`src/sv/flpd_pkg.sv`:
```
// shared types, constants and helpers for the flow pulse leak detector
package flpd_pkg;

    localparam int TIME_WIDTH = 32;

    localparam logic [31:0] MAX32 = 32'hFFFF_FFFF;

    typedef logic [TIME_WIDTH-1:0] tstamp_t;

    localparam tstamp_t ALERT_RESET = TIME_WIDTH'(64'd4294367295);

    typedef enum logic [1:0] {
        FUNC_TICK  = 2'd0,
        FUNC_PULSE = 2'd1,
        FUNC_USAGE = 2'd2,
        FUNC_CLEAR = 2'd3
    } func_t;

    typedef enum logic [2:0] {
        CFG_WINDOW_MS     = 3'd0,
        CFG_PULSE_THRESH  = 3'd1,
        CFG_CLEAR_WINDOWS = 3'd2,
        CFG_COOLDOWN_MS   = 3'd3,
        CFG_LF_MIN_IVL    = 3'd4,
        CFG_LF_MAX_IVL    = 3'd5,
        CFG_LF_HOLD_MS    = 3'd6,
        CFG_CHECK_PERIOD  = 3'd7
    } cfg_index_t;

    typedef struct packed {
        logic [31:0] window_ms;
        logic [15:0] pulse_threshold;
        logic [3:0]  clear_windows;
        logic [31:0] cooldown_ms;
        logic [31:0] low_flow_min_interval;
        logic [31:0] low_flow_max_interval;
        logic [31:0] low_flow_hold_ms;
        logic [15:0] check_period_ms;
    } cfg_t;

    typedef struct packed {
        tstamp_t     clock_ms;
        tstamp_t     last_check_ms;
        tstamp_t     window_start_ms;
        logic [31:0] window_pulses;
        logic        in_use;
        logic        alarm_on;
        logic        status_leak;
        logic [3:0]  clean_count;
        tstamp_t     last_alert_ms;
        tstamp_t     last_pulse_ms;
        logic [31:0] interval_ms;
        logic        trickle_timing;
        tstamp_t     trickle_start_ms;
        logic [31:0] pulses_total;
        logic [31:0] pulses_leaked;
        logic [31:0] leak_duration;
    } state_t;

    // detector state after reset
    localparam state_t STATE_RESET = '{last_alert_ms: ALERT_RESET, default: '0};

    typedef struct packed {
        logic        alarm;
        logic        leak_status;
        logic        notify_clear;
        logic        notify_alert;
        logic [31:0] total_pulse_count;
        logic [31:0] leak_pulse_count;
        logic [31:0] leak_time_ms;
        logic [31:0] pulse_interval_ms;
    } result_t;

    // modular time difference
    function automatic tstamp_t tdiff(input tstamp_t a, input tstamp_t b);
        return a - b;
    endfunction

    // clamp a wide value to 32 bits
    function automatic logic [31:0] sat32(input logic [63:0] v);
        logic [31:0] r;
        r = (v > 64'(MAX32)) ? MAX32 : v[31:0];
        return r;
    endfunction

    // saturating 32-bit accumulate of a possibly wider amount
    function automatic logic [31:0] sat_add32(input logic [31:0] a, input logic [63:0] b);
        logic [32:0] sum;
        logic [31:0] r;
        sum = {1'b0, a} + {1'b0, b[31:0]};
        if (b > 64'(MAX32) || sum[32])
            r = MAX32;
        else
            r = sum[31:0];
        return r;
    endfunction

endpackage

```
`src/sv/flpd_step.sv`:
```
// next-state and result logic for one event
module flpd_step
    import flpd_pkg::*;
(
    input  state_t      state,
    input  cfg_t        cfg,
    input  logic [1:0]  func,
    input  logic        active,
    output state_t      state_next,
    output result_t     result
);

    state_t  s;
    logic    n_clear;
    logic    n_alert;
    logic    trickle_leak;
    tstamp_t elapsed;
    tstamp_t pulse_gap;

    always_comb
    begin
        s            = state;
        n_clear      = 1'b0;
        n_alert      = 1'b0;
        trickle_leak = 1'b0;
        elapsed      = '0;
        pulse_gap    = '0;

        unique case (func_t'(func))
            FUNC_TICK:
            begin
                s.clock_ms = state.clock_ms + 1'b1;
                if (64'(tdiff(s.clock_ms, s.last_check_ms)) >= 64'(cfg.check_period_ms))
                begin
                    s.last_check_ms = s.clock_ms;
                    // windowed check
                    if (s.in_use)
                    begin
                        if (s.alarm_on)
                        begin
                            s.alarm_on    = 1'b0;
                            s.clean_count = '0;
                            n_clear       = 1'b1;
                        end
                        s.status_leak = 1'b0;
                    end
                    else
                    begin
                        elapsed = tdiff(s.clock_ms, s.window_start_ms);
                        if (64'(elapsed) >= 64'(cfg.window_ms))
                        begin
                            if (s.window_pulses > 32'(cfg.pulse_threshold))
                            begin
                                s.clean_count   = '0;
                                s.pulses_leaked = sat_add32(s.pulses_leaked,
                                                            64'(s.window_pulses));
                                s.leak_duration = sat_add32(s.leak_duration, 64'(elapsed));
                                s.status_leak   = 1'b1;
                                if (!s.alarm_on)
                                begin
                                    s.alarm_on = 1'b1;
                                    if (64'(tdiff(s.clock_ms, s.last_alert_ms)) >
                                        64'(cfg.cooldown_ms))
                                    begin
                                        s.last_alert_ms = s.clock_ms;
                                        n_alert         = 1'b1;
                                    end
                                end
                            end
                            else
                            begin
                                if (s.alarm_on)
                                begin
                                    if (s.clean_count != 4'hF)
                                        s.clean_count = s.clean_count + 1'b1;
                                    if (s.clean_count >= cfg.clear_windows)
                                    begin
                                        s.alarm_on      = 1'b0;
                                        s.clean_count   = '0;
                                        n_clear         = 1'b1;
                                        s.leak_duration = '0;
                                        s.pulses_leaked = '0;
                                    end
                                end
                                s.status_leak = 1'b0;
                            end
                            s.window_start_ms = s.clock_ms;
                            s.window_pulses   = '0;
                        end
                    end
                    // low-flow check
                    if (s.interval_ms != '0 && s.interval_ms >= cfg.low_flow_min_interval &&
                        s.interval_ms <= cfg.low_flow_max_interval)
                    begin
                        if (!s.trickle_timing)
                        begin
                            s.trickle_start_ms = s.clock_ms;
                            s.trickle_timing   = 1'b1;
                        end
                        else if (64'(tdiff(s.clock_ms, s.trickle_start_ms)) >=
                                 64'(cfg.low_flow_hold_ms))
                        begin
                            trickle_leak = 1'b1;
                        end
                    end
                    else
                    begin
                        s.trickle_timing = 1'b0;
                    end
                    if (trickle_leak && !s.alarm_on)
                    begin
                        s.alarm_on = 1'b1;
                        if (64'(tdiff(s.clock_ms, s.last_alert_ms)) > 64'(cfg.cooldown_ms))
                        begin
                            s.last_alert_ms = s.clock_ms;
                            n_alert         = 1'b1;
                        end
                    end
                end
            end
            FUNC_PULSE:
            begin
                pulse_gap      = tdiff(s.clock_ms, s.last_pulse_ms);
                s.pulses_total = sat_add32(s.pulses_total, 64'd1);
                if (!s.in_use)
                    s.window_pulses = sat_add32(s.window_pulses, 64'd1);
                if (pulse_gap != '0)
                    s.interval_ms = sat32(64'(pulse_gap));
                s.last_pulse_ms = s.clock_ms;
            end
            FUNC_USAGE:
            begin
                s.in_use = active;
                if (!active)
                begin
                    s.window_start_ms = s.clock_ms;
                    s.window_pulses   = '0;
                end
            end
            FUNC_CLEAR:
            begin
                s.window_pulses   = '0;
                s.pulses_leaked   = '0;
                s.leak_duration   = '0;
                s.status_leak     = 1'b0;
                s.window_start_ms = s.clock_ms;
            end
            default:
            begin
                s = state;
            end
        endcase

        state_next                = s;
        result.alarm              = s.alarm_on;
        result.leak_status        = s.status_leak;
        result.notify_clear       = n_clear;
        result.notify_alert       = n_alert;
        result.total_pulse_count  = s.pulses_total;
        result.leak_pulse_count   = s.pulses_leaked;
        result.leak_time_ms       = s.leak_duration;
        result.pulse_interval_ms  = s.interval_ms;
    end

endmodule

```
`src/sv/flow_pulse_leak_detector_core.sv`:
```
// top level of the flow pulse leak detector: request register, step logic, result register
// path: an accepted request is captured in the request register, and its result in the result register
// throughput: one request per cycle while out_ready does not hold the output, set by the single-pass
// step logic between the request register and the result register
// reset: all detector state clears, except the last alert time which starts just over one default
// cooldown before zero; configuration registers return to their defaults
module flow_pulse_leak_detector_core
    import flpd_pkg::*;
(
    input  logic        clk,
    input  logic        rst_n,
    input  logic        in_valid,
    output logic        in_ready,
    input  logic [1:0]  func,
    input  logic        active,
    output logic        out_valid,
    input  logic        out_ready,
    output logic        alarm,
    output logic        leak_status,
    output logic        notify_clear,
    output logic        notify_alert,
    output logic [31:0] total_pulse_count,
    output logic [31:0] leak_pulse_count,
    output logic [31:0] leak_time_ms,
    output logic [31:0] pulse_interval_ms,
    input  logic        cfg_valid,
    output logic        cfg_ready,
    input  logic [2:0]  cfg_index,
    input  logic [31:0] cfg_data
);

    cfg_t        cfg_reg;
    state_t      state_reg;
    state_t      state_next;
    result_t     result_next;
    result_t     result_reg;
    logic        req_valid_reg;
    logic [1:0]  req_func_reg;
    logic        req_active_reg;
    logic        out_valid_reg;
    logic        out_move;
    logic        req_move;

    assign out_move  = !out_valid_reg || out_ready;
    assign req_move  = req_valid_reg && out_move;
    assign in_ready  = !req_valid_reg || out_move;
    assign cfg_ready = 1'b1;

    // configuration registers
    always_ff @(posedge clk or negedge rst_n)
    begin
        if (!rst_n)
        begin
            cfg_reg.window_ms             <= 32'd60000;
            cfg_reg.pulse_threshold       <= 16'd3;
            cfg_reg.clear_windows         <= 4'd2;
            cfg_reg.cooldown_ms           <= 32'd600000;
            cfg_reg.low_flow_min_interval <= 32'd341;
            cfg_reg.low_flow_max_interval <= 32'd10204;
            cfg_reg.low_flow_hold_ms      <= 32'd30000;
            cfg_reg.check_period_ms       <= 16'd1000;
        end
        else if (cfg_valid)
        begin
            unique case (cfg_index_t'(cfg_index))
                CFG_WINDOW_MS:     cfg_reg.window_ms             <= cfg_data;
                CFG_PULSE_THRESH:  cfg_reg.pulse_threshold       <= cfg_data[15:0];
                CFG_CLEAR_WINDOWS: cfg_reg.clear_windows         <= cfg_data[3:0];
                CFG_COOLDOWN_MS:   cfg_reg.cooldown_ms           <= cfg_data;
                CFG_LF_MIN_IVL:    cfg_reg.low_flow_min_interval <= cfg_data;
                CFG_LF_MAX_IVL:    cfg_reg.low_flow_max_interval <= cfg_data;
                CFG_LF_HOLD_MS:    cfg_reg.low_flow_hold_ms      <= cfg_data;
                CFG_CHECK_PERIOD:  cfg_reg.check_period_ms       <= cfg_data[15:0];
                default:           cfg_reg                       <= cfg_reg;
            endcase
        end
    end

    // request register
    always_ff @(posedge clk or negedge rst_n)
    begin
        if (!rst_n)
        begin
            req_valid_reg <= 1'b0;
        end
        else if (in_ready)
        begin
            req_valid_reg <= in_valid;
        end
    end

    always_ff @(posedge clk)
    begin
        if (in_valid && in_ready)
        begin
            req_func_reg   <= func;
            req_active_reg <= active;
        end
    end

    flpd_step u_step (
        .state      (state_reg),
        .cfg        (cfg_reg),
        .func       (req_func_reg),
        .active     (req_active_reg),
        .state_next (state_next),
        .result     (result_next)
    );

    // detector state
    always_ff @(posedge clk or negedge rst_n)
    begin
        if (!rst_n)
        begin
            state_reg <= STATE_RESET;
        end
        else if (req_move)
        begin
            state_reg <= state_next;
        end
    end

    // result register
    always_ff @(posedge clk or negedge rst_n)
    begin
        if (!rst_n)
        begin
            out_valid_reg <= 1'b0;
        end
        else if (out_move)
        begin
            out_valid_reg <= req_valid_reg;
        end
    end

    always_ff @(posedge clk)
    begin
        if (req_move)
        begin
            result_reg <= result_next;
        end
    end

    assign out_valid         = out_valid_reg;
    assign alarm             = result_reg.alarm;
    assign leak_status       = result_reg.leak_status;
    assign notify_clear      = result_reg.notify_clear;
    assign notify_alert      = result_reg.notify_alert;
    assign total_pulse_count = result_reg.total_pulse_count;
    assign leak_pulse_count  = result_reg.leak_pulse_count;
    assign leak_time_ms      = result_reg.leak_time_ms;
    assign pulse_interval_ms = result_reg.pulse_interval_ms;

endmodule

```
`config.mk`:
```
export PLATFORM = sky130hd
export DESIGN_NAME = flow_pulse_leak_detector_core
export DESIGN_NICKNAME = d
export VERILOG_FILES = /design/src/sv/flpd_pkg.sv /design/src/sv/flpd_step.sv /design/src/sv/flow_pulse_leak_detector_core.sv
export SDC_FILE = /design/constraint.sdc
export NUM_CORES = 2
export LEC_CHECK = 0
export ABC_AREA = 1
export CORE_MARGIN = 2
export CORE_UTILIZATION = 65
export CTS_CLUSTER_DIAMETER = 80
export DETAILED_ROUTE_END_ITERATION = 7
export DONT_BUFFER_PORTS = 1
export GPL_ROUTABILITY_DRIVEN = 0
export GPL_TIMING_DRIVEN = 0
export PLACE_DENSITY = 0.8
export SYNTH_ARGS = -nofsm -noshare
export SYNTH_HDL_FRONTEND = slang
export SYNTH_SLANG_ARGS = --single-unit
export TNS_END_PERCENT = 5
```
`constraint.sdc`:
```
create_clock -name clk -period 11.4 [get_ports clk]
set_input_delay 1.14 -clock clk [delete_from_list [all_inputs] [get_ports clk]]
set_output_delay 1.14 -clock clk [all_outputs]
set_load 0.01 [all_outputs]
```
; Word level (Yosys, flattened, before mapping)
; Cells that the tools add are included.
[word_totals]
reg_bits = 693
latchBits = 0
ram_bits = 0
romBits = 0
inputBits = 43
out_inout_bits = 135
elab_cells = 178
mem_count = 0
[classes]
n_addsub = 12
n_mul = 0
div_mod_pow = 0
order_cmp = 9
eq_ne = 19
shifts = 0
muxes = 69
bitwise_logic = 1
reduce_logical = 32
[ops]
columns = op, count
row1 = $mux 64, 10
row2 = $mux 32, 16
row3 = $sub 32x32->32, 6
row4 = $pmux 32 s4, 1
row5 = $pmux 64 s2, 1
row6 = $ge 32x32->1, 3
row7 = $pmux 32 s3, 1
row8 = $mux 38, 2
row9 = $add 32x1->33 const B, 2
row10 = $add 32x32->33, 2
row11 = $gt 32x32->1, 2
row12 = $reduce_bool 32->1, 2
row13 = $mux 4, 10
row14 = $add 32x1->32 const B, 1
row15 = $ge 32x16->1, 1
row16 = $gt 32x16->1, 1
row17 = $le 32x32->1, 1
row18 = $mux 6, 4
row19 = $reduce_and 2->1, 12
row20 = $mux 1, 23
row21 = $reduce_and 6->1, 3
row22 = $eq 3x3->1 const B, 4
row23 = $ne 4x4->1 const B, 3
row24 = $eq 3x2->1 const B, 2
row25 = other kinds (18), 29

; Longest topological paths before layout
[depth]
word_depth = 22
ltp_mapped = 63

; Modules after synthesis
; Synthesis repeated with hierarchy kept, for this count alone.
[unflattened]
cells_unflattened = 9711
hier_area_um2 = 61999.5
[by_module_without_submodules]
columns = mod, n_inst, cells_each, area_each_um2
row1 = flpd_step, 1, 7144, 36198.5
row2 = flow_pulse_leak_detector_core, 1, 2567, 25801.0

; Worst setup path before layout
; Ideal clock, no wire load.
[synth_timing]
path_type = reg-to-reg
from = reg state_reg[328] in the netlist's numbering
to = reg result_reg, in the netlist notify_alert, data pin
setup_ns = 0.271
t_arrival_ns = 8.037
t_required_ns = 11.129
setup_slack_ns = 3.093
stages_incl_launch_ff = 50
path_buffers = 2
cell_sequence = dfrtp_1 > ha_1 > nand2_1 > nor2_1 > nand2_1 > nor2_1 > inv_1 > nor2_1 > nand3_1 > nor2_1 > nand2_1 > o21ai_1 > inv_1 > ha_1 > a21oi_1 > o21ai_0 > a221oi_1 > a21oi_1 > [14 not listed] > ha_1 > a21oi_1 > o21ai_0 > a21oi_1 > nor2_1 > a211oi_1 > nand2_1 > nand2_1 > nand2_1 > ha_1 > nand4_1 > nor3_1 > nand2_1 > nor3b_1 > nor2_1 > nand3_1 > clkbuf_1 > a21oi_1
[synth_via]
elab_chain_cells = 14
word_cells_on_any_way = 36
classes_between = 6 x add/sub / 5 x order compare / 22 x mux / 3 x reduce/logical
[synth_rtl]
columns = item, line_no
row1 = "start, declared", flow_pulse_leak_detector_core.sv:33  ; state_t state_reg;
row2 = "start signal, assigned", flow_pulse_leak_detector_core.sv:119  ; state_reg <= state_next;
row3 = $add 32x1->32 (*), flpd_step.sv:32  ; s.clock_ms = state.clock_ms + 1'b1;
row4 = $sub 32x32->32, flpd_pkg.sv:76  ; return a - b;
row5 = $gt 32x32->1, flpd_step.sv:62  ; if (64'(tdiff(s.clock_ms, s.last_alert_ms)) >
row6 = $mux 32, flpd_step.sv:62
row7 = $mux 32, flpd_step.sv:59  ; if (!s.alarm_on)
row8 = $mux 32, flpd_step.sv:52  ; if (s.window_pulses > 32'(cfg.pulse_threshold))
row9 = $mux 38, flpd_step.sv:50  ; if (64'(elapsed) >= 64'(cfg.window_ms))
row10 = $mux 32, flpd_step.sv:37  ; if (s.in_use)
row11 = $mux 32, flpd_step.sv:33  ; if (64'(tdiff(s.clock_ms, s.last_check_ms)) >= 64'(cfg.check_period_ms))
row12 = $mux 32, flpd_step.sv:29  ; unique case (func_t'(func))
row13 = $sub 32x32->32, flpd_pkg.sv:76
row14 = $gt 32x32->1, flpd_step.sv:113  ; if (64'(tdiff(s.clock_ms, s.last_alert_ms)) > 64'(cfg.cooldown_ms))
row15 = $mux 1, flpd_step.sv:113
row16 = $mux 1, flpd_step.sv:110  ; if (trickle_leak && !s.alarm_on)
row17 = "end signal, assigned", flow_pulse_leak_detector_core.sv:140  ; result_reg <= result_next;
row18 = "end, declared", flow_pulse_leak_detector_core.sv:36  ; result_t result_reg;
; Mark *: on every way between the ends. The rest lies on a longest branch, timed or not. The select of a mux whose other input is x is not followed.
; A chain may end at the register's enable or synchronous reset.

; Worst setup path after layout
[layout_timing]
from = reg state_reg[332] in the netlist's numbering
to = reg state_reg[199] in the netlist's numbering
[layout_via]
elab_chain_cells = 14
word_cells_on_any_way = 31
classes_between = 6 x add/sub / 5 x order compare / 17 x mux / 3 x reduce/logical
[layout_rtl]
columns = item, line_no
row1 = $add 32x1->32 (*), flpd_step.sv:32
row2 = $sub 32x32->32, flpd_pkg.sv:76
row3 = $gt 32x32->1, flpd_step.sv:62
row4 = $mux 32, flpd_step.sv:62
row5 = $mux 32, flpd_step.sv:59
row6 = $mux 32, flpd_step.sv:52
row7 = $mux 38, flpd_step.sv:50
row8 = $mux 32, flpd_step.sv:37
row9 = $mux 32, flpd_step.sv:33
row10 = $mux 32, flpd_step.sv:29
row11 = $sub 32x32->32, flpd_pkg.sv:76
row12 = $gt 32x32->1, flpd_step.sv:113
row13 = $mux 32, flpd_step.sv:113
row14 = $mux 32, flpd_step.sv:110
; Marks and branches as above.

==> impl_metrics.env <==
export IMPL_synth_cells=7227
export IMPL_slew_viol_final=55
export IMPL_power_frac_seq=0.232
export IMPL_wire_per_inst_um=19.69
export IMPL_drc=2
export IMPL_final_common_cell="nand2_1"
export IMPL_power_switching_mw=8.315
export IMPL_worstSetupPathType="reg -> reg"
export IMPL_worst_path_max_delay_cell="xor2_1"
export IMPL_r2r_slack_ns=0.46
export IMPL_slowest_delay_ns=1.01
export IMPL_synth_edff_count=135
export IMPL_cts_made_buffers=78
export IMPL_grt_max_degree=559
export IMPL_grt_pass1_vias=46700
export IMPL_dieWidth_um=286.7
export IMPL_via_per_inst=6.054
export IMPL_tightestPinTransition_ns=1.534
export IMPL_ys_warn_count=0
export IMPL_drive_gt1_frac=0.04915
export IMPL_synthToLayoutAreaGrowth_pct=8.323
export IMPL_grt_ovfl_total=0
export IMPL_die_area_um2=82180
export IMPL_pwr_share_clk=0.161
export IMPL_final_cells=8447
export IMPL_ctsHoldBuffers=0
export IMPL_dp_hpwl_um=128000
export IMPL_powerDensity_nw_per_um2=292.6
export IMPL_grt_pass1_wl_um=256700
export IMPL_crit_top_cell="nand2_1"
export IMPL_clockBufferDepth=3
export IMPL_max_freq_mhz=91.37
export IMPL_dpl_cell_area_um2=53310
export IMPL_synth_seq_area_share=0.3486
export IMPL_largest_reg_flops=360
export IMPL_r2r_cells=47
export IMPL_arrival_ns=11.47
export IMPL_r2r_end="state_reg[199]$_DFFE_PN0P_"
export IMPL_cts_tree="done"
export IMPL_vias=51140
export IMPL_avgSynthCellArea_um2=7.187
export IMPL_fin_skew_ns=0.02595
export IMPL_clkTransAtPathRegs_ns=0.06
export IMPL_fillers=6484
export IMPL_ant_nets=0
export IMPL_regArea_um2=18110
export IMPL_required_ns=11.93
export IMPL_core_area_um2=79000
export IMPL_grtUsageTotal=0.3976
export IMPL_combPwrFrac=0.607
export IMPL_ir_worst_vdd_mv=0.2019
export IMPL_design_area_um2=56260
export IMPL_port_buffers=0
export IMPL_synth_fp_nets=7764
export IMPL_finalHoldViolCount=0
export IMPL_synthFlopType="dfrtp_1"
export IMPL_cts_root_buffer="clkbuf_16"
export IMPL_rows=103
export IMPL_synth_cell_types=66
export IMPL_slew_headroom=-0.02259
export IMPL_multi_input_area_um2=29440
export IMPL_r2r_start="state_reg[332]$_DFFE_PN0P_"
export IMPL_finalWirelength_um=166300
export IMPL_p_total_mw=16.46
export IMPL_drv_cap=0
export IMPL_initial_utilization=0.6574
export IMPL_synth_seq_cells=693
export IMPL_final_cell_mix="nand2_1 (2173), inv_1 (948), o21ai_0 (693), dfrtp_1 (488), ha_1 (487)"
export IMPL_period_share=0.9601
export IMPL_clk_latency_ns=0.66
export IMPL_drt_iter0_drc=6216
export IMPL_status="finished with violations"
export IMPL_post_route_util=0.7122
export IMPL_hold_class="in -> async"
export IMPL_synth_area_um2=51940
export IMPL_antenna_found_initial=16
export IMPL_fp_dieH_um=286.7
export IMPL_first_pass_iters=8
export IMPL_io_pins=178
export IMPL_power_leakage_nw=28.75
export IMPL_period_minus_slack_ns=10.94
export IMPL_final_nets=7857
export IMPL_p_int_mw=8.147
export IMPL_failed_checks="DRC, slew limit"
export IMPL_h_tree_depth=3
export IMPL_setup_violations=0
export IMPL_cts_sinks=693
export IMPL_cp_max_fo=11
export IMPL_end_kind="register"
export IMPL_async_flop_share=0.8052
export IMPL_dp_cells=8279
export IMPL_start_kind="register"
export IMPL_p_sw_frac=0.5051
## worst max-delay path by stage
stage,start,endpoint,slack [ns],cells past startpoint
after global placement,state_reg[328]$_DFFE_PN0P_,notify_alert$_SDFFCE_PN0P_,-1.27,50
after detailed placement,state_reg[328]$_DFFE_PN0P_,notify_alert$_SDFFCE_PN0P_,-1.46,50
after floorplan,state_reg[328]$_DFFE_PN0P_,notify_alert$_SDFFCE_PN0P_,3.09,49
after CTS,state_reg[328]$_DFFE_PN0P_,notify_alert$_SDFFCE_PN0P_,0.03,52
final,state_reg[332]$_DFFE_PN0P_,state_reg[199]$_DFFE_PN0P_,0.46,47
after global routing,state_reg[329]$_DFFE_PN0P_,state_reg[224]$_DFFE_PN1P_,-0.03,56
## per-stage QoR
step / TNS (ns) / worst slack (ns) / hold slack [ns]
after floorplan: 0 / 3.093 / 0.4419
after global placement: -30.87 / -1.266 / 0.4586
after detailed placement: -38.60 / -1.455 / 0.4579
after CTS: 0 / 0.03471 / 0.1862
after global routing: -0.1255 / -0.03357 / 0.1741
final: 0 / 0.4551 / 0.1851
## logic make-up (layout without fill, tap and decap cells)
group,after synthesis,after routing,share of synthesized area
xor+xnor,241,241,0.04079
other cells,1,12,0.00007220
compound gates,1443,1443,0.1501
fa+ha+maj,494,494,0.1200
flops,693,693,0.3486
mux,1,1,0.0002168
simple gates,3189,3189,0.2527
buf+inv,1165,1324,0.08755
## cell usage after synthesis, types with 30 or more instances
| library cell | n | area share |
|---|---|---|
| xor2_1 | 188 | 0.032 |
| a21oi_1 | 402 | 0.039 |
| nand4_1 | 122 | 0.015 |
| dfrtp_1 | 489 | 0.24 |
| ha_1 | 487 | 0.12 |
| o211ai_1 | 50 | 0.0072 |
| inv_1 | 950 | 0.069 |
| o21ai_0 | 696 | 0.067 |
| o21ai_1 | 115 | 0.011 |
| xnor2_1 | 52 | 0.0088 |
| nor3_1 | 86 | 0.0083 |
| o21a_1 | 31 | 0.0045 |
| edfxtp_1 | 135 | 0.078 |
| clkbuf_1 | 122 | 0.0088 |
| nand2_1 | 2174 | 0.16 |
| buf_2 | 40 | 0.0039 |
| a21o_1 | 37 | 0.0053 |
| nand3_1 | 298 | 0.029 |
| nor2_1 | 410 | 0.030 |
| nor4_1 | 30 | 0.0036 |
| dfstp_2 | 69 | 0.035 |
## area by class of cell
class | instances | share of cell area
Buffer | 205 | 0.01706
Antenna cell | 11 | 0.0004893
Inverter | 960 | 0.06418
Clock inverter | 42 | 0.008407
Clock buffer | 104 | 0.03879
Timing Repair Buffer | 13 | 0.002669
Tap cell | 1050 | 0.02335
Sequential cell | 693 | 0.3219
Multi-Input combinational cell | 5369 | 0.5232
## timing repair
item                                   CTS  global route
buffers inserted                         4             7
setup endpoints to repair               33            33
endpoints found under the hold margin    0             0
gates resized for setup                 15            33
pin swaps                                1             3
## worst max-delay path: cells and delay by family (launching register included)
family	cells	cell delay (ns)
simple gates	25	4.47
xor+xnor	2	1.18
fa+ha+maj	4	1.48
buf+inv	3	0.81
compound gates	13	2.31
flops	1	0.53
## routing by layer
metal  GRT usage  vias up  routed length, um  part of all wire
li1            -    23970                  -                 -
met5           0        -                 88           0.00053
met2      0.5934     2849              70450              0.42
met1      0.5276    23740              65270              0.39
met3     0.09404      565              19490              0.12
met4      0.2346       12              11010             0.066
## power by group through the flow
stage | combinational [mW] | sequential [mW] | clock (mW)
6_report | 10.0 | 3.82 | 2.64
5_1_grt | 11.1 | 3.87 | 2.74
4_1_cts | 9.58 | 3.80 | 2.64
3_5_place_dp | 9.45 | 3.83 | 0
3_3_place_gp | 9.10 | 3.83 | 0
2_1_floorplan | 7.00 | 3.64 | 0
(Power assumes the default switching activity.)
